<file path="config.mk">
export PLATFORM = sky130hd
export DESIGN_NAME = skt_encode
export DESIGN_NICKNAME = d
export VERILOG_FILES = /design/src/rtl/skt_encode.sv
export SDC_FILE = /design/constraint.sdc
export NUM_CORES = 1
export LEC_CHECK = 0
export CORE_AREA = 2 2 303 305
export DETAILED_ROUTE_END_ITERATION = 10
export DIE_AREA = 0 0 305 307
export DONT_BUFFER_PORTS = 1
export GPL_TIMING_DRIVEN = 0
export PLACE_DENSITY = 0.3
export SLEW_MARGIN = 0
export SYNTH_ARGS = -nofsm -noshare
export SYNTH_HDL_FRONTEND = slang
export SYNTH_SLANG_ARGS = --single-unit
</file>
<file path="constraint.sdc">
create_clock -name vclk -period 2.4
set_clock_uncertainty 0.1 [all_clocks]
set_input_delay 0.48 -clock vclk [all_inputs]
set_output_delay 0.48 -clock vclk [all_outputs]
set_load 0.02 [all_outputs]
</file>
<file path="src/rtl/skt_encode.sv">
// ----------------------------------------------------------------------------
// skt_encode: lookup summary of the cell row
// Turns the row's less-than thermometer into a position and folds the match
// flags into found and the matching entry's mark.
// ----------------------------------------------------------------------------
module skt_encode
#(
    parameter int TABLE_DEPTH = 256,
    localparam int PW = $clog2(TABLE_DEPTH + 1)
)
(
    input  logic [TABLE_DEPTH-1:0] lt_vec,
    input  logic [TABLE_DEPTH-1:0] eq_vec,
    input  logic [TABLE_DEPTH-1:0] mark_vec,
    output logic [PW-1:0]          pos,
    output logic                   hit,
    output logic                   hit_mark
);

    logic [TABLE_DEPTH+1:0] therm;
    logic [TABLE_DEPTH:0]   edge_hot;

    // Pad the thermometer: virtual one before the row, zero after it
    assign therm = {1'b0, lt_vec, 1'b1};

    // Mark the single one-to-zero step and encode its index
    always_comb
    begin
        pos = '0;
        for (int i = 0; i <= TABLE_DEPTH; i++)
        begin
            edge_hot[i] = therm[i] & ~therm[i+1];
            if (edge_hot[i])
            begin
                pos = pos | PW'(i);
            end
        end
    end

    assign hit      = |eq_vec;
    assign hit_mark = |(eq_vec & mark_vec);

endmodule

</file>
# Yosys cells after proc, flatten, opt, wreduce, memory -nomap -nowiden
# Index checks and enable logic that the tools add are counted.
# word_totals
register_bits	0
inputBits	768
output_inout_bits	11
word_cells	769
# classes
bitwise	511
mux	256
reduce_logical	2
# op_table
op	count
8-bit 2-to-1 mux	128
256-bit OR reduction	2
7-bit 2-to-1 mux	64
256-bit AND	1
1-bit AND	255
1-bit NOT	255
6-bit 2-to-1 mux	32
5-bit 2-to-1 mux	16
4-bit 2-to-1 mux	8
3-bit 2-to-1 mux	4
9-bit 2-to-1 mux	1
2-bit 2-to-1 mux	2
1-bit 2-to-1 mux	1

# Longest topological paths before layout
# Gate-level depths: netlist of run 1.
# logic_depth
ltp_word	258
depth_mapped	5

# Worst setup path after synthesis of run 1
# OpenSTA, ideal clock, no wires.
# synth_path
path_type	input to output
from	in lt_vec[252]
to	out pos[0]
t_required_ps	1820
setup_slack_ps	88
arrival_time_ps	1732
cell_stages	5
path_cell_list	nor2b_1 -> a2111oi_2 -> nand4_1 -> nor4_2 -> nand3_1
# synth_via
elab_chain_cells	5
# synth_lines
item	line_no	source
start: declaration	12	input logic [TABLE_DEPTH-1:0] lt_vec,
1-bit AND	32	edge_hot[i] = therm[i] & ~therm[i+1];
8-bit 2-to-1 mux (3 in a row)	33	if (edge_hot[i])
9-bit 2-to-1 mux	33	
end: declaration	15	output logic [PW-1:0] pos,
# Every way passes these cells.

# Worst setup path after layout of run 1
# layout_path
from	in mark_vec[95]
to	out hit_mark
# layout_via
elab_chain_cells	2
# layout_lines
item	line_no	source
start: declaration	14	input logic [TABLE_DEPTH-1:0] mark_vec,
256-bit AND	41	assign hit_mark = |(eq_vec & mark_vec);
256-bit OR reduction	41	
end: declaration	17	output logic hit_mark
# Every way passes these cells.

==> out/summary.log, run 1 <==
INFO  run_status     status=complete, but fails checks
INFO  run_status     failed_checks=setup timing
INFO  routing        drt_drc_violations_left=0
INFO  setup_path     timing.critical_path.cells=a22o_1, a221oi_1, nand4_1, nor4_4, nand4_1
INFO  logic_synthesis yosysWarnings=0
INFO  floorplan      die_area=0.0936mm^2
INFO  routing        wl_per_cell=51.5um
INFO  sta            finalHoldViolCount=0
INFO  layout         multiInputGateArea=0.00622mm^2
INFO  routing        antenna_left=0
INFO  global_routing vias_in_the_first_global_route=8813
INFO  power_and_ir_drop finalPower=1.22mW
INFO  global_routing wire_length_of_the_first_global_routing_pass=121000um
INFO  sta            timing.final.crit_share=121%
INFO  global_routing antenna_violations_before_repair=80
INFO  logic_synthesis ys_seq_area_share=0%
INFO  global_routing overall_routing_resource_usage=20.5%
INFO  worst_hold_path worst_hold_path_type=in2out
INFO  layout         regArea=0um^2
INFO  logic_synthesis synth_cells=709
INFO  routing        finalWirelength=102000um
INFO  logic_synthesis syn_avg_cell_area=6.81um^2
INFO  sta            setup_slack=-0.512ns
INFO  sta            slew_headroom=31.5%
INFO  layout         filler_cell_count=10600
INFO  power_and_ir_drop vdd.ir_drop.worst=40.9uV
INFO  placed_design  placed_cells_incl_taps=1899
INFO  floorplan      die_x=305um
INFO  setup_path     crit_path_frequent_cell=sky130_fd_sc_hd__nand4_1
INFO  floorplan      core.rowCount=111
INFO  logic_synthesis synth_nets=1477
INFO  routing        initialDrtViolationCount=770
INFO  placed_design  dpl.hpwl=96900um
INFO  setup_path     cpPeakStageDelay=0.58ns
INFO  placed_design  place_worst_setup_slack=-1.80ns
INFO  placed_design  postPlaceCellArea=0.00635mm^2
INFO  setup_path     startpoint_type=input pin
INFO  power_and_ir_drop power_per_cell_area=146mW/mm^2
INFO  routing        detailroute.via_count=8426
INFO  sta            finalSetupViolCount=10
INFO  layout         stdcell_area=0.00836mm^2
INFO  logic_synthesis yosysUniqueCellTypes=27
INFO  routing        route.detailed.vias_per_inst=4.27
INFO  setup_path     worst_setup_path_end_kind=output pin
INFO  setup_path     arrival=2.33ns
INFO  layout         area_growth_syn_to_layout=73.1%
INFO  floorplan      design.portCount=779
INFO  sta            layout_min_cycle_time=2.91ns
INFO  floorplan      core_area=0.0907mm^2
INFO  setup_path     cpMaxStageDelayCell=sky130_fd_sc_hd__nor4_4
INFO  sta            tightest_slew=1.03ns
INFO  layout         clkbuf_count=0
INFO  setup_path     criticalPathCategory=in2out
INFO  layout         layout-drive-gt1-share=27.8%
INFO  layout         final_instance_count_without_filler_cells=1974
INFO  layout         finish.net_count=1511
INFO  global_routing global_route.overflow_total=0
INFO  logic_synthesis synth_area=0.00483mm^2
INFO  floorplan      chipHeight=307um
INFO  placed_design  finalWeightedCongestion=1.04
INFO  setup_path     worst-endpoint-required=1.82ns
INFO  routing        drt_pass1_iterations=5
INFO  global_routing largest_net_degree_at_the_start_of_global_routing=4
INFO  setup_path     critical_path.max_fanout=2
INFO  flow_run       max-cap-violations=0
INFO  sta            slew_viol_final=0
INFO  sta            maxClockFrequency=343MHz
INFO  placed_design  placement.io_buffers=0
INFO  floorplan      floorplan.initialDensity=5.33%
INFO  layout         design.seq.count=0
INFO  sta            grt_setup_unrepaired=true
INFO  power_and_ir_drop p_leak=2.06nW
-- logic make-up after synthesis --
| family | count (synthesis) | synth area share (%) |
|---|---|---|
| AO/OA/AOI/OAI | 207 | 39.6 |
| buffers and inverters | 73 | 5.75 |
| AND/OR/NAND/NOR | 429 | 54.6 |
-- stage by stage --
step / hold WS, ns / utilization [%] / setup TNS, ns
floorplan: 0.973 / - / 0
global placement: 0.976 / 6.96 / -11.69
detailed placement: 0.974 / 7.00 / -10.29
CTS: 0.974 / 8.28 / -2.52
finish: 0.974 / 9.22 / -1.98
global route: 0.976 / 9.20 / -2.01
-- repair_timing --
item                                    CTS  global route
hold buffers                              0             0
gates resized for setup                 156           117
endpoints found under the setup margin   10            10
pin swaps                                44            70
buffers inserted                         18            10
-- worst max-delay path, delay by kind of cell --
kind | cells | cell delay [ns]
and+or+nand+nor | 3 | 1.24
AOI/OAI and AO/OA | 2 | 0.59
-- where the power goes --
group	internal, mW	switching (mW)
registers	0	0
logic	0.517	0.700
clock network	0.00000273	0
-- worst paths after layout --
path | from | to | slack [ns] | cells past startpoint
worst min-delay path | lt_vec[255] | pos[8] | 0.97 | 1
worst max-delay path | mark_vec[95] | hit_mark | -0.51 | 5
-- routing by layer --
| metal | vias up | wire length, um | GRT usage (%) |
|---|---|---|---|
| met3 | 271 | 9680 | 6.86 |
| met2 | 904 | 56900 | 41.4 |
| met4 | 0 | 9740 | 17.3 |
| li1 | 3138 | - | - |
| met1 | 4113 | 25300 | 15.1 |
| met5 | - | 0 | 0 |
-- layout by cell type (no fill, tap or decap), drive strengths merged --
cell     count
a2111oi     52
a21oi       17
a221oi      66
a22o        64
and2b        4
buf         33
diode       47
inv         72
nand2       11
nand2b       4
nand3       17
nand4       69
nor2         9
nor2b      173
nor3        10
nor4       129
nor4b        3
o2111ai      6
o21ai        1
o221ai       1
-- synth_stat cells --
master | count | share of area [%]
sky130_fd_sc_hd__a2111oi_0 | 28 | 5.1
sky130_fd_sc_hd__a2111oi_1 | 4 | 0.83
sky130_fd_sc_hd__a2111oi_2 | 17 | 5.3
sky130_fd_sc_hd__a2111oi_4 | 3 | 1.7
sky130_fd_sc_hd__a21oi_1 | 17 | 1.8
sky130_fd_sc_hd__a221oi_1 | 66 | 12
sky130_fd_sc_hd__a22o_1 | 64 | 12
sky130_fd_sc_hd__and2b_1 | 2 | 0.31
sky130_fd_sc_hd__and2b_2 | 1 | 0.18
sky130_fd_sc_hd__and2b_4 | 1 | 0.21
sky130_fd_sc_hd__buf_4 | 1 | 0.16
sky130_fd_sc_hd__inv_1 | 72 | 5.6
sky130_fd_sc_hd__nand2_1 | 11 | 0.85
sky130_fd_sc_hd__nand2b_1 | 4 | 0.52
sky130_fd_sc_hd__nand3_1 | 17 | 1.8
sky130_fd_sc_hd__nand4_1 | 69 | 8.9
sky130_fd_sc_hd__nor2_1 | 9 | 0.70
sky130_fd_sc_hd__nor2b_1 | 171 | 22
sky130_fd_sc_hd__nor2b_2 | 1 | 0.18
sky130_fd_sc_hd__nor2b_4 | 1 | 0.28
sky130_fd_sc_hd__nor3_1 | 10 | 1.0
sky130_fd_sc_hd__nor4_1 | 127 | 16
sky130_fd_sc_hd__nor4_2 | 2 | 0.52
sky130_fd_sc_hd__nor4b_1 | 3 | 0.54
sky130_fd_sc_hd__o2111ai_1 | 6 | 1.1
sky130_fd_sc_hd__o21ai_0 | 1 | 0.10
sky130_fd_sc_hd__o221ai_1 | 1 | 0.18
-- layout make-up --
cell class | count | area share (%)
Buffer | 1 | 0.0898
Antenna cell | 47 | 1.41
Tap cell | 1186 | 17.7
Timing Repair Buffer | 32 | 3.13
Inverter | 72 | 3.23
Multi-Input combinational cell | 636 | 74.4
Note: power is estimated with default switching activity, not from simulation.
==> inputs of run 2 (changes only) <==
Settings changed: ABC_AREA set to 1, CORE_AREA 2 2 303 305 to 2 2 300 302, DIE_AREA 0 0 305 307 to 0 0 302 304, GPL_TIMING_DRIVEN 0 to not set.
==> out/summary.log, run 2 <==
INFO  logic_synthesis synth_cells=1448
INFO  global_routing antenna_violations_before_repair=70
INFO  sta            slew_headroom=67.4%
INFO  logic_synthesis syn_avg_cell_area=4.14um^2
INFO  global_routing grt_use_met3=11.5%
INFO  sta            maxClockFrequency=435MHz
INFO  sta            finalHoldViolCount=0
INFO  sta            setup_slack=0.0989ns
INFO  logic_synthesis arithmetic_cell_share_of_the_synthesized_area_counting_full_adders_half_adders_and_majority_gates=0%
INFO  layout         layout-drive-gt1-share=5.45%
INFO  routing        route.detailed.vias_per_inst=3.78
INFO  logic_synthesis synth_nets=2216
INFO  layout         stdcell_area=0.00766mm^2
INFO  floorplan      core_area=0.0890mm^2
INFO  floorplan      design.portCount=779
INFO  logic_synthesis synth_top_family_by_area=simple AND/OR/NAND/NOR gates
INFO  global_routing largest_net_degree_at_the_start_of_global_routing=4
INFO  routing        wl_per_cell=29.5um
INFO  placed_design  finalWeightedCongestion=1.05
INFO  logic_synthesis synth.area.top_cells=sky130_fd_sc_hd__nand2_1 40%, sky130_fd_sc_hd__nor2_1 21%, sky130_fd_sc_hd__inv_1 13%
INFO  setup_path     critical_path.max_fanout=2
INFO  setup_path     worst_setup_path_end_kind=output pin
INFO  global_routing global_route.usage.met2=22.2%
INFO  logic_synthesis compound_cell_area_share_of_the_yosys_netlist=6.97%
INFO  floorplan      core.rowCount=110
INFO  layout         clkbuf_count=0
INFO  floorplan      die_area=0.0918mm^2
INFO  layout         layout_commonest_cell=sky130_fd_sc_hd__nand2_1
INFO  logic_synthesis ys_seq_area_share=0%
INFO  setup_path     arrival=1.72ns
INFO  logic_synthesis synth.area.mux_share=0%
INFO  routing        finalWirelength=78200um
INFO  flow_run       max-cap-violations=0
INFO  logic_synthesis yosys.area_share.xor_xnor=0%
INFO  sta            timing.final.crit_share=95.9%
INFO  sta            finalSetupViolCount=0
INFO  setup_path     criticalPathCategory=in2out
INFO  placed_design  postPlaceCellArea=0.00762mm^2
INFO  sta            layout_min_cycle_time=2.30ns
INFO  logic_synthesis yosysUniqueCellTypes=23
INFO  routing        drt_drc_violations_left=0
INFO  logic_synthesis synth_largest_area_cell=sky130_fd_sc_hd__nand2_1
INFO  floorplan      floorplan.initialDensity=6.73%
INFO  placed_design  dpl.hpwl=75600um
INFO  worst_hold_path worst_hold_path_type=in2out
INFO  placed_design  placement.io_buffers=0
INFO  global_routing global_route.overflow_total=0
INFO  power_and_ir_drop power_per_cell_area=123mW/mm^2
INFO  setup_path     startpoint_type=input pin
INFO  setup_path     critPathLaunch=eq_vec[104]
INFO  setup_path     worst-endpoint-required=1.82ns
INFO  layout         finish.net_count=2239
INFO  logic_synthesis synth_commonest_cells=643 x sky130_fd_sc_hd__nand2_1, 337 x sky130_fd_sc_hd__nor2_1, 215 x sky130_fd_sc_hd__inv_1, 95 x sky130_fd_sc_hd__nand4_1, 36 x sky130_fd_sc_hd__o21ai_0
INFO  logic_synthesis synth_area=0.00600mm^2
INFO  floorplan      chipHeight=304um
INFO  routing        initialDrtViolationCount=895
INFO  global_routing vias_in_the_first_global_route=9571
INFO  logic_synthesis yosysWarnings=0
INFO  logic_synthesis most_used_standard_cell_by_instance_count_after_synthesis=sky130_fd_sc_hd__nand2_1
INFO  sta            slew_viol_final=0
INFO  layout         design.seq.count=0
INFO  cts            cts-hold-fix-buffers=0
INFO  layout         regArea=0um^2
INFO  global_routing use_met1=20.6%
INFO  routing        detailroute.via_count=10000
INFO  logic_synthesis netlist.area_leader.share=40.3%
INFO  power_and_ir_drop vdd.ir_drop.worst=27.4uV
INFO  routing        antenna_left=0
INFO  sta            grt_setup_unrepaired=false
INFO  routing        drt_pass1_iterations=6
INFO  floorplan      die_x=302um
INFO  layout         layout.cells.most_common_list=637 x sky130_fd_sc_hd__nand2_1, 336 x sky130_fd_sc_hd__nor2_1, 215 x sky130_fd_sc_hd__inv_1, 95 x sky130_fd_sc_hd__nand4_1, 36 x sky130_fd_sc_hd__o21ai_0
INFO  logic_synthesis post_synth_and_or_nand_nor_area_fraction=79.2%
INFO  run_status     status=completed
INFO  global_routing busiest_layer=met2
INFO  layout         area_growth_syn_to_layout=27.8%
INFO  power_and_ir_drop p_leak=3.56nW
INFO  worst_hold_path holdCritStartpoint=lt_vec[255]
INFO  global_routing wire_length_of_the_first_global_routing_pass=97200um
INFO  layout         filler_cell_count=10900
INFO  placed_design  place_worst_setup_slack=0.0810ns
INFO  sta            tightest_slew=0.484ns
INFO  sta            tns=0ns
INFO  layout         multiInputGateArea=0.00518mm^2
INFO  global_routing overall_routing_resource_usage=16.1%
[run 2: cell count changes after synthesis, sizes merged, moves of 52 or more]
| cell | previous run | this run |
|---|---|---|
| inv | 72 | 218 |
| nor2 | 9 | 350 |
| nor4 | 129 | 0 |
| nor2b | 173 | 0 |
| o21ai | 1 | 67 |
| nand2 | 11 | 655 |
| a2111oi | 52 | 0 |
| a221oi | 66 | 0 |
| a22o | 64 | 0 |
[run 2: path summary, 6_finish.rpt]
| path | end | slack [ns] | depth (start not counted) |
|---|---|---|---|
| setup / recovery | hit | 0.1 | 10 |
| hold / removal | pos[8] | 0.86 | 0 |
[run 2: final cells by class]
cell class / instances / share of cell area (%)
Tap cell: 1176 / 19.2
Timing Repair Buffer: 22 / 2.16
Inverter: 219 / 10.7
Antenna cell: 7 / 0.229
Multi-Input combinational cell: 1228 / 67.7
[run 2: where the power goes]
| part | total, mW | switching, mW | internal, mW | leakage [nW] |
|---|---|---|---|---|
| Clock | 0.000000396 | 0 | 0.000000396 | 0.0000444 |
| Combinational | 0.944 | 0.610 | 0.334 | 3.56 |
| Sequential | 0 | 0 | 0 | 0 |
| Total | 0.944 | 0.610 | 0.334 | 3.56 |
[run 2: metal layers]
| metal | routed length, um | vias up |
|---|---|---|
| li1 | - | 4498 |
| met1 | 32900 | 4615 |
| met2 | 30600 | 610 |
| met3 | 12800 | 168 |
| met4 | 1090 | 124 |
| met5 | 788 | - |
[run 2: critical path, stage by stage]
cell	delay, ns
sky130_fd_sc_hd__nor2_1	0.17
sky130_fd_sc_hd__buf_4	0.15
sky130_fd_sc_hd__nand2_1	0.04
sky130_fd_sc_hd__nor2_1	0.17
sky130_fd_sc_hd__nand2_1	0.08
sky130_fd_sc_hd__nor3_1	0.13
sky130_fd_sc_hd__nand2_1	0.07
sky130_fd_sc_hd__nor2_1	0.11
sky130_fd_sc_hd__buf_4	0.15
sky130_fd_sc_hd__nand2_1	0.16
[run 2: cells by family after synthesis]
logic type	count (synthesis)
AO/OA/AOI/OAI	78
buffers and inverters	220
AND/OR/NAND/NOR	1150
[run 2: per-stage QoR]
stage	power, mW	cells	util, %	hold slack (ns)
6_report	0.944	2652	8.60	0.860
5_1_grt	1.06	2649	8.59	0.860
4_1_cts	0.935	2645	8.56	0.860
3_5_place_dp	0.931	2645	8.56	0.860
3_3_place_gp	0.946	2645	8.56	0.860
2_1_floorplan	0.627	1448	-	0.973
[run 2: what timing repair did]
item | CTS | global route
gates resized for setup | 0 | 7
endpoints found under the setup margin | 0 | 4
buffers inserted | 0 | 0
