--- src/rtl/skt_pkg.sv ---
// ----------------------------------------------------------------------------
// skt_pkg: shared types and codes for the sorted key table
// Command codes and the control word that the sequencer sends to every cell.
// ----------------------------------------------------------------------------
package skt_pkg;

    localparam logic [2:0] CMD_OPEN     = 3'd0;
    localparam logic [2:0] CMD_DELETE   = 3'd1;
    localparam logic [2:0] CMD_SET_MARK = 3'd2;
    localparam logic [2:0] CMD_QUERY    = 3'd3;
    localparam logic [2:0] CMD_CLEAR    = 3'd4;

    localparam int OUT_POS_BITS = 9;

    // Control broadcast to the cell row
    typedef struct packed {
        logic capture;   // register compare flags against the broadcast key
        logic do_ins;    // shift up and insert at the first cell not below the key
        logic do_del;    // shift down over the matching cell
        logic do_set;    // write the mark of the matching cell
        logic do_clr;    // empty every cell
        logic mval;      // mark bit for a set
    } skt_ctl_t;

endpackage

--- src/rtl/skt_cell.sv ---
// ----------------------------------------------------------------------------
// skt_cell: one entry of the sorted key table
// Holds a key, its mark and a valid bit, compares against the broadcast key
// and takes its neighbor's entry when the row shifts.
// ----------------------------------------------------------------------------
module skt_cell
    import skt_pkg::*;
#(
    parameter int KEY_BITS = 32
)
(
    input  logic                clk,
    input  logic                rst_n,
    input  skt_ctl_t            ctl,
    input  logic [KEY_BITS-1:0] key_in,
    input  logic [KEY_BITS-1:0] prev_key,
    input  logic                prev_mark,
    input  logic                prev_valid,
    input  logic                prev_lt,
    input  logic [KEY_BITS-1:0] next_key,
    input  logic                next_mark,
    input  logic                next_valid,
    output logic [KEY_BITS-1:0] cell_key,
    output logic                cell_mark,
    output logic                cell_valid,
    output logic                lt_flag,
    output logic                eq_flag
);

    logic [KEY_BITS-1:0] key_reg, key_next;
    logic                mark_reg, mark_next;
    logic                valid_reg, valid_next;
    logic                lt_reg, eq_reg;
    logic                lt_now, eq_now;

    // Compare the held key against the broadcast key (signed)
    assign lt_now = valid_reg && ($signed(key_reg) < $signed(key_in));
    assign eq_now = valid_reg && (key_reg == key_in);

    // Register the compare flags
    always_ff @(posedge clk or negedge rst_n)
    begin
        if (!rst_n)
        begin
            lt_reg <= 1'b0;
            eq_reg <= 1'b0;
        end
        else if (ctl.capture)
        begin
            lt_reg <= lt_now;
            eq_reg <= eq_now;
        end
    end

    // Select the next entry: hold, take a neighbor, insert, mark or clear
    always_comb
    begin
        key_next   = key_reg;
        mark_next  = mark_reg;
        valid_next = valid_reg;
        if (ctl.do_clr)
        begin
            mark_next  = 1'b0;
            valid_next = 1'b0;
        end
        else if (ctl.do_ins && !lt_reg)
        begin
            if (prev_lt)
            begin
                key_next   = key_in;
                mark_next  = 1'b0;
                valid_next = 1'b1;
            end
            else
            begin
                key_next   = prev_key;
                mark_next  = prev_mark;
                valid_next = prev_valid;
            end
        end
        else if (ctl.do_del && !lt_reg)
        begin
            key_next   = next_key;
            mark_next  = next_mark;
            valid_next = next_valid;
        end
        else if (ctl.do_set && eq_reg)
        begin
            mark_next = ctl.mval;
        end
    end

    // Hold the entry
    always_ff @(posedge clk or negedge rst_n)
    begin
        if (!rst_n)
        begin
            mark_reg  <= 1'b0;
            valid_reg <= 1'b0;
        end
        else
        begin
            mark_reg  <= mark_next;
            valid_reg <= valid_next;
        end
    end

    always_ff @(posedge clk)
    begin
        key_reg <= key_next;
    end

    assign cell_key   = key_reg;
    assign cell_mark  = mark_reg;
    assign cell_valid = valid_reg;
    assign lt_flag    = lt_reg;
    assign eq_flag    = eq_reg;

endmodule

--- config.mk ---
export PLATFORM = sky130hd
export DESIGN_NAME = skt_cell
export DESIGN_NICKNAME = d
export VERILOG_FILES = /design/src/rtl/skt_pkg.sv /design/src/rtl/skt_cell.sv
export SDC_FILE = /design/constraint.sdc
export NUM_CORES = 1
export LEC_CHECK = 0
export BUFFER_PORTS_ARGS = -buffer_cell sky130_fd_sc_hd__buf_2
export CAP_MARGIN = 40
export CORE_ASPECT_RATIO = 1.1
export CORE_MARGIN = 2
export CORE_UTILIZATION = 41
export CTS_CLUSTER_DIAMETER = 30
export DETAILED_ROUTE_END_ITERATION = 16
export GPL_TIMING_DRIVEN = 0
export MAX_ROUTING_LAYER = met4
export PLACE_DENSITY_LB_ADDON = 0.05
export SYNTH_ARGS = -nofsm -noshare
export SYNTH_HDL_FRONTEND = slang
export SYNTH_SLANG_ARGS = --single-unit
--- constraint.sdc ---
create_clock -name clk -period 2.3 [get_ports clk]
set_input_delay 0.46 -clock clk [delete_from_list [all_inputs] [get_ports clk]]
set_output_delay 0.46 -clock clk [all_outputs]
set_load 0.02 [all_outputs]
### Yosys cells after proc, flatten, opt, wreduce, memory -nomap -nowiden

Index checks and enable logic that the tools add are counted.

| storage, ports and cells | value |
|---|---|
| register bits | 36 |
| output and inout bits | 36 |

| operators by class | value |
|---|---|
| order comparisons | 1 |
| equal/unequal tests | 1 |
| mux-type cells | 12 |
| bitwise operators | 1 |
| reduce and logical (&&, ||, !) cells | 10 |

Operator list:

| kind | number |
|---|---|
| $mux W32 | 3 |
| $eq A32 B32 Y1 | 1 |
| $lt A32 B32 Y1 | 1 |
| $mux W1 | 9 |
| $logic_and A1 B1 Y1 | 5 |
| $reduce_bool A4 Y1 | 1 |
| $reduce_bool A3 Y1 | 1 |
| $reduce_and A2 Y1 | 1 |
| $reduce_bool A2 Y1 | 1 |
| $logic_not A1 Y1 | 1 |
| $not A1 Y1 | 1 |

### Longest topological paths before layout

Gate-level depths: netlist of run 1.

| depth | value |
|---|---|
| depth after elaboration | 5 |
| gate-level depth with buffers | 8 |
| gate-level depth less buffers | 8 |

### Worst setup path after synthesis of run 1

No wires, ideal clock.

| timing path | value |
|---|---|
| kind | reg2reg |
| start | register lt_reg, in the netlist lt_flag |
| end | register key_reg[0], in the netlist cell_key[0], enable pin |
| setup time | 421 ps |
| arrival time | 2124 ps |
| required time | 1879 ps |
| setup slack | -246 ps |
| cell stages (with the launch flop) | 4 |
| period minus slack after synthesis | 2546 ps |
| path through | dfrtp_1 inv_2 o21ai_0 nor2_1 |

| between the ends | value |
|---|---|
| word-level cells in the longest chain between the ends | 4 |
| elaborated cells on any way between the ends | 5 |
| those cells by class | reduce/logical (5) |

Ends and longest elaborated chain:

| element | RTL line | text |
|---|---|---|
| start, declared | skt_cell.sv:33 | `logic lt_reg, eq_reg;` |
| start signal, assigned | skt_cell.sv:50 | `lt_reg <= lt_now;` |
| $logic_not A1 Y1 (*) | skt_cell.sv:66, skt_cell.sv:81 |  |
| $logic_and A1 B1 Y1 (on tied branches) | skt_cell.sv:66, skt_cell.sv:81 |  |
| $reduce_bool A2 Y1 (no source line) (*) | - |  |
| $reduce_and A2 Y1 (no source line) (*) | - |  |
| end signal, assigned | skt_cell.sv:110 | `key_reg <= key_next;` |
| end, declared | skt_cell.sv:30 | `logic [KEY_BITS-1:0] key_reg, key_next;` |

Mark *: on every way between the ends. The rest lies on a longest branch, timed or not.
A chain may end at the register's enable or synchronous reset.

### Worst setup path after layout of run 1

| timing path | value |
|---|---|
| start | register key_reg[31], in the netlist cell_key[31] |
| end | register lt_reg, in the netlist lt_flag |

| between the ends | value |
|---|---|
| word-level cells in the longest chain between the ends | 2 |

Ends and longest elaborated chain:

| element | RTL line | text |
|---|---|---|
| $lt A32 B32 Y1 | skt_cell.sv:37 | `assign lt_now = valid_reg && ($signed(key_reg) < $signed(key_in));` |
| $logic_and A1 B1 Y1 | skt_cell.sv:37 |  |

No other way between the ends.

==> summary.md, run 1 <==
| Metric | Value |
|---|---|
| I/O pins | `145` |
| Routed via count | `2,537` |
| Worst Hold Class | `primary input to flop` |
| Data required, critical path | `2.47 ns` |
| Crit path capture type | `flop` |
| Outcome | `finished, final reports clean` |
| Final setup vio count | `0` |
| Drt pass-1 iters | `4` |
| Hold Vio Cnt, Final | `0` |
| Sw power | `0.000645 W` |
| Worst Hold Path EP | `cell_valid` |
| Cells after Synth | `around 280` |
| Synth warn | `0` |
| Synth cell types | `32` |
| Multi-input logic area | `0.00142 mm^2` |
| Largest net degree at the start of global routing | `26` |
| Combinational share of power | `0.327` |
| Reg2Reg Depth | `7` |
| Num CTS Buffers | `5` |
| Total clock sinks | `36` |
| Vias in the first global route | `~2,400` |
| Die Y | `88.5 um` |
| Clk_lat worst skew | `approximately 0.29 ns` |
| First-pass GRT wire length | `between 10,000 and 15,000 um` |
| Gr usage total | `0.210` |
| Worst Path Max Fanout | `4` |
| Share of power burned in the clock network | `0.234` |
| Final ANT Viol Nets | `0` |
| Hold Crit Start | `ctl[1]` |
| Worst hold margin | `0.389 ns` |
| R2R Setup Slk | `roughly 0.32 ns` |
| Leakage power | `1.91 nW` |
| GRT overflow | `0` |
| Initial Util | `0.427` |
| Startpoint Class | `flop` |
| Area contributors post-synth | `edfxtp_1 (36%), ha_1 (15%), mux2i_1 (12%), o21ai_0 (6.6%), nand2_1 (6.5%)` |
| Seq/Total Area, Yosys | `0.398` |
| Site Rows | `30` |
| Worst VDD drop | `0.246 mV` |
| Maxcap violations | `0` |
| Sequential share of power | `0.438` |
| Crit Path Class | `flop to flop` |
| 1st-iter DRT viols | `60` |
| #FFs+latches synth | `36` |
| # fillers | `620` |
| Htree depth | `2` |
| Mapped Avg Cell Area | `9.44 um^2` |
| Sequential cell area | `0.00106 mm^2` |
| Internal power | `0.00127 W` |
| Syn-to-layout area delta | `35.2%` |
| Layout cells sized above 1 | `0.375` |
| Slew margin rel. | `0.523` |
| Total power | `around 0.0019 W` |
| Synth Cell Area | `0.00266 mm^2` |
| Clock Tree Root | `clkbuf_8` |
| RSZ-0062 raised after global routing | `no` |
| Yosys top cell area share | `0.361` |
| Vias per cell | `4.93` |
| Layout Nets | `575` |
| Count of pins over their slew limit | `0` |
| Worst EP arrival | `2.15 ns` |
| Largest area contributor in the netlist | `edfxtp_1` |
| Final wirelength | `7160 um` |
| Hold Crit Depth | `2` |
| Mapped Nets | `423` |
| DRC | `0` |
| Core box area | `0.00623 mm^2` |
| Hpwl dp | `5710 um` |
| CTS clk-pin slew, worst paths | `0.07 ns` |
| Crit path time final | `1.98 ns` |
| Final GP Congestion | `0.795` |
| Final core occ | `0.578` |
| Antenna violations before repair | `0` |
| Fmax | `approximately 0.5 GHz` |
| Die width | `80.8 um` |
| Switching Fraction | `0.337` |
| CTS tree | `yes` |
| Worst R2R Start | `cell_key[31]` |
| Crit. Startpoint | `cell_key[31]` |
| Ant. Diodes | `0` |
| Least-Margin Pin Slew | `0.708 ns` |
| Deepest clock path buffer count | `2` |
| Die Footprint | `0.00716 mm^2` |
| Per-cell routed wire length | `13.9 um` |
| Postcts setup bufs | `0` |
| Worst Skew | `approximately 0.0054 ns` |
| Period utilization | `0.862` |
| Power Density | `531 mW/mm^2` |
| Reg-to-Reg End | `lt_flag` |
| IO buf count | `143` |
## Yosys cell counts
cell type	instances
a211oi_1	2
a21boi_0	1
a21o_1	1
a21oi_1	13
a21oi_2	1
a221o_1	1
a221oi_2	2
a31oi_1	2
and3_1	1
buf_2	3
clkbuf_1	8
dfrtp_1	4
edfxtp_1	32
ha_1	32
inv_1	37
inv_2	1
mux2_2	1
mux2i_1	32
nand2_1	46
nand3_1	3
nand4_1	5
nand4b_1	1
nor2_1	6
nor2b_1	1
nor3_1	1
nor4_2	2
o2111ai_1	1
o211a_1	1
o211ai_2	1
o21ai_0	35
o21ai_1	4
or3_1	1
## power groups by stage
stage / registers [W] / logic (W) / clock network, W
2_1_floorplan: 0.000929 / 0.000292 / 0
4_1_cts: 0.000838 / 0.000636 / 0.000465
3_3_place_gp: 0.000852 / 0.000611 / 0
5_1_grt: 0.000846 / 0.000703 / 0.000493
3_5_place_dp: 0.000852 / 0.000631 / 0
6_report: 0.000837 / 0.000626 / 0.000448
## critical path, stage by stage, from the launching register on
cell and delay (ns):
edfxtp_1 0.41, ha_1 0.36, nand4_1 0.14, nor4_2 0.35
nand2_1 0.15, a31oi_1 0.23, or3_1 0.16, o211ai_2 0.07
## state kept, by name (all words and copies together), names as in the netlist
name and flops:
cell_key 32, cell_mark 1, cell_valid 1, eq_flag 1, lt_flag 1
## how the worst max path moves through the flow
stage                    to  slack [ns]  cells past startpoint
2_1_floorplan   cell_key[0]        0.27                      3
3_3_place_gp   cell_key[18]       -0.29                      3
3_5_place_dp        lt_flag        0.12                      9
4_1_cts             lt_flag        0.29                      7
5_1_grt             lt_flag        0.12                      7
6_report            lt_flag        0.32                      7
## logic make-up after synthesis
kind of cell / share of synthesized area
adders and majority gates: 0.150
AOI/OAI and AO/OA: 0.144
and+or+nand+nor: 0.112
muxes: 0.125
DFF: 0.398
buffers and inverters: 0.0705
## per-stage QoR
step                      TNS, ns  cell area [um^2]  cells  worst slack [ns]
final                           0              3600    515             0.317
after global routing            0              3600    515             0.123
after CTS                       0              3600    515             0.289
after detailed placement        0              3510    506             0.116
after global placement      -9.08              3480    505            -0.286
after floorplan                 0              2670    282             0.269
## per-layer routing
metal	GRT usage	up-vias	wire length [um]
li1	-	1302	-
met1	0.245	1151	3050
met2	0.363	80	3600
met3	0.0480	4	465
met4	0.0555	0	48
met5	-	-	0
## what timing repair did
item,4_1_cts,5_1_grt
gates resized for setup,0,0
endpoints found under the hold margin,4,0
hold buffers,1,0
## cells in the final DEF (no fill, tap or decap), drive strengths merged, types with 2 or more instances in the layout
cell type,instances
edfxtp,32
a221oi,2
nand2,46
a21oi,14
o21ai,39
ha,32
nand4,5
mux2i,32
nor4,2
inv,38
a31oi,2
clkinv,3
nor2,6
a211oi,2
nand3,3
clkbuf,13
dfrtp,4
buf,147
## layout make-up
cell class | instances | area share
multi-input combinational | 197 | 0.395
sequential | 36 | 0.295
timing repair buffer | 145 | 0.207
inverter | 38 | 0.0396
tap | 80 | 0.0278
clock buffer | 5 | 0.0191
buffer | 11 | 0.0125
clock inverter | 3 | 0.00382
Note: power is estimated with default switching activity, not from simulation.
==> run 2: changes to the inputs <==
Settings changed: ABC_AREA set to 1, REMOVE_ABC_BUFFERS set to 1.
==> run 2 against run 1 <==
Synthesized cell count up 27%. Non-clock buffer count down 8. Sequential share of layout area down 0.67 points. Global-route usage down 0.43 points. Final cell count up 13%. Sequential power about the same. Flip-flop and latch count unchanged. Clock-buffer cell count up 3. Area after synthesis up 3.7%. Critical path type unchanged. Largest cell class unchanged. Highest routed layer unchanged.
==> summary.md, run 2 <==
| Metric | Value |
|---|---|
| Multiplexer share of the synthesized area | `0 (-0.125)` |
| Data required, critical path | `2.47 ns (about the same)` |
| Final worst slack | `0.185 ns (-0.132 ns)` |
| Switching Fraction | `0.338 (about the same)` |
| Largest area contributor in the netlist | `edfxtp_1` |
| Site Rows | `31 (+3.3%)` |
| Syn-to-layout area delta | `33.4%` |
| Ant. Diodes | `0 (unchanged)` |
| Leakage power | `1.97 nW (+3.0%)` |
| Hpwl dp | `5560 um (-2.6%)` |
| Hold Vio Cnt, Final | `0 (unchanged)` |
| Combinational share of power | `0.344 (+0.017)` |
| Synth warn | `0 (unchanged)` |
| Worst Path Max Fanout | `35 (+31)` |
| Slew margin rel. | `0.540 (+0.0175)` |
| Startpoint Class | `flop` |
| Die width | `82.2 um (+1.7%)` |
| Final ANT Viol Nets | `0 (unchanged)` |
| Largest family of logic cells by synthesized area | `simple AND/OR/NAND/NOR gates` |
| #FFs+latches synth | `36 (unchanged)` |
| Setup_tns | `0 ns (unchanged)` |
| Sw power | `0.000673 W (+4.4%)` |
| Fmax | `0.473 GHz (-6.2%)` |
| Core box area | `0.00656 mm^2 (+5.2%)` |
| Worst Skew | `0.00366 ns (-0.00173 ns)` |
| Least-Margin Pin Slew | `0.689 ns (-0.0198 ns)` |
| Gr usage total | `0.205 (-0.00429)` |
| Post-place setup slack | `0.111 ns (-0.00555 ns)` |
| Share of power burned in the clock network | `0.238 (+0.004)` |
| Vias in the first global route | `2,539 (+5.5%)` |
| WP buf/inv | `3 (+3)` |
| Seq/Total Area, Yosys | `0.384 (-0.0141)` |
| Critical-path cell list | `inv_2, nand2_1, buf_8, inv_2, nand2_1, o221ai_1, o21ai_0` |
| Sequential share of power | `0.419 (-0.019)` |
| Num CTS Buffers | `5 (unchanged)` |
| Crit Path Class | `flop to flop` |
| Simple-gate share of the synthesized area | `0.206 (+0.0935)` |
| Maxcap violations | `0 (unchanged)` |
| XOR/XNOR share of the synthesized area | `0 (unchanged)` |
| CP peak stage delay | `0.49 ns (+0.08 ns)` |
| RSZ-0062 raised after global routing | `no` |
| 1st-iter DRT viols | `127 (+110%)` |
| Asr flop ratio synth | `0.111 (unchanged)` |
| Clk_lat worst skew | `0.29 ns (about the same)` |
| Clock Tree Root | `clkbuf_8` |
| Post-synth EDFFs | `32 (unchanged)` |
| Antenna violations before repair | `0 (unchanged)` |
| Routed via count | `2,800 (+10%)` |
| Synth cell types | `26 (-19%)` |
| Final GP Congestion | `0.725 (-8.8%)` |
| IO buf count | `144 (+0.70%)` |
| Htree depth | `2 (unchanged)` |
| Commonest non-fill, non-tap cell in the layout | `buf_2` |
| CTS clk-pin slew, worst paths | `0.07 ns (about the same)` |
| Worst VDD drop | `0.285 mV (+16%)` |
| Most common cell in the netlist | `nand2_1` |
| First-pass GRT wire length | `11,500 um (+3.6%)` |
| Adder-cell share of the synthesized area | `0.145 (-0.00532)` |
| Final wirelength | `7310 um (+2.0%)` |
| Largest net degree at the start of global routing | `36 (+38%)` |
| Internal power | `0.00132 W (+4.3%)` |
| Per-cell routed wire length | `12.6 um (-9.7%)` |
| Worst hold margin | `0.378 ns (-0.0110 ns)` |
| Yosys top cell area share | `0.348 (-0.0128)` |
| Area contributors post-synth | `edfxtp_1 (35%), ha_1 (15%), a21oi_1 (14%), nand2_1 (11%), inv_1 (6.8%)` |
| Post-synth top cells | `nand2_1 (78), a21oi_1 (76), inv_1 (50)` |
| Outcome | `finished, final reports clean` |
| Worst Hold Class | `primary input to flop` |
| Layout cells sized above 1 | `0.338 (-0.0367)` |
| I/O pins | `145 (unchanged)` |
| Main synth FF type | `edfxtp_1` |
| GRT overflow | `0 (unchanged)` |
| CTS tree | `yes` |
| Crit path capture type | `flop` |
| Period utilization | `0.919 (+0.0574)` |
| Vias per cell | `4.81 (-2.3%)` |
| Largest register FFs | `32 (unchanged)` |
| Most frequent cells in the layout | `buf_2 (144), nand2_1 (78), a21oi_1 (75)` |
| Synth Cell Area | `0.00276 mm^2 (+3.7%)` |
| Cells after Synth | `357 (+27%)` |
| Crit path time final | `2.11 ns (+0.132 ns)` |
| Final setup vio count | `0 (unchanged)` |
| Compound-Gate Fraction of Synth Area | `0.166 (+0.0221)` |
| # fillers | `669 (+7.9%)` |
| Initial Util | `0.421 (-0.00624)` |
| Die Footprint | `0.00741 mm^2 (+3.5%)` |
| Layout Nets | `640 (+11%)` |
| Deepest clock path buffer count | `2 (unchanged)` |
| DRC | `0 (unchanged)` |
| Count of pins over their slew limit | `0 (unchanged)` |
| Crit path max-delay family | `buffers and inverters` |
| Drt pass-1 iters | `4 (unchanged)` |
| Mapped Avg Cell Area | `7.73 um^2 (-18%)` |
| Total clock sinks | `36 (unchanged)` |
| Worst EP arrival | `2.29 ns (+0.14 ns)` |
| Die Y | `90.1 um (+1.7%)` |
| Final core occ | `0.562 (-0.0158)` |
| Power Density | `542 mW/mm^2 (+2.0%)` |
| Slowest cell on the critical path | `inv_2` |
-- run 2: changes by cell type after synthesis, sizes merged, moves of 4 or more --
| cell | before | now |
|---|---|---|
| o21ai | 39 | 6 |
| inv | 38 | 54 |
| nor2 | 6 | 41 |
| nand2 | 46 | 81 |
| mux2i | 32 | 0 |
| buf | 3 | 11 |
| nand4 | 5 | 1 |
| a21oi | 14 | 77 |
| clkbuf | 8 | 2 |
| nand3 | 3 | 9 |
-- run 2: cells by family (layout without fill, tap and decap cells) --
logic type	Yosys count	in the layout
AOI/OAI and AO/OA	88	88
adders and majority gates	32	32
buffers and inverters	67	210
DFF	36	36
and+or+nand+nor	134	134
-- run 2: layout make-up --
cell class              instances  area (um^2)  share of cell area
repair buffers                148          788               0.214
inverters                      54          203              0.0550
multi-input cells             254         1440               0.390
flip-flops and latches         36         1060               0.288
clock buffers                   8         90.1              0.0245
well taps                      82          103              0.0279
-- run 2: final timing paths --
check,from,cells past startpoint,endpoint,slack [ns]
worst max-delay path,lt_flag,7,cell_valid,0.19
worst min-delay path,ctl[5],2,eq_flag,0.38
worst max register to register,lt_flag,7,cell_valid,0.19
worst min register to register,cell_mark,2,cell_mark,0.55
max in group asynchronous,rst_n,2,lt_flag,1.69
min in group asynchronous,rst_n,2,cell_valid,0.49
-- run 2: what timing repair did --
item / CTS / global route
hold buffers: 1 / 0
endpoints found under the hold margin: 4 / 0
gates resized for setup: 0 / 0
setup buffers: 0 / 0
-- run 2: layer usage --
metal,GRT usage,up-vias,wire (um),share of wire
met1,0.249,1253,3230,0.44
li1,-,1456,-,-
met3,0.0502,5,526,0.072
met4,0.0417,0,69,0.0094
met5,-,-,0,0
met2,0.343,86,3480,0.48
-- run 2: power by group through the flow --
stage               Sequential [W]  Combinational (W)  Clock (W)
floorplan                 0.000928           0.000327          0
global placement          0.000852           0.000656          0
detailed placement        0.000850           0.000691          0
CTS                       0.000835           0.000696   0.000488
global route              0.000843           0.000777   0.000518
finish                    0.000835           0.000685   0.000474
-- run 2: worst reg2reg max path, cell delays in order (launching register included) --
cell and delay, ns:
dfrtp_1 0.39, inv_2 0.08, nand2_1 0.35, buf_8 0.30, inv_2 0.49, nand2_1 0.12
o221ai_1 0.17, o21ai_0 0.10
-- run 2: stage by stage --
step	cells	total power [W]	cell area, um^2
global placement	570	0.00151	3510
detailed placement	573	0.00154	3580
CTS	582	0.00202	3680
floorplan	344	0.00126	2690
global route	582	0.00214	3680
finish	582	0.00199	3680
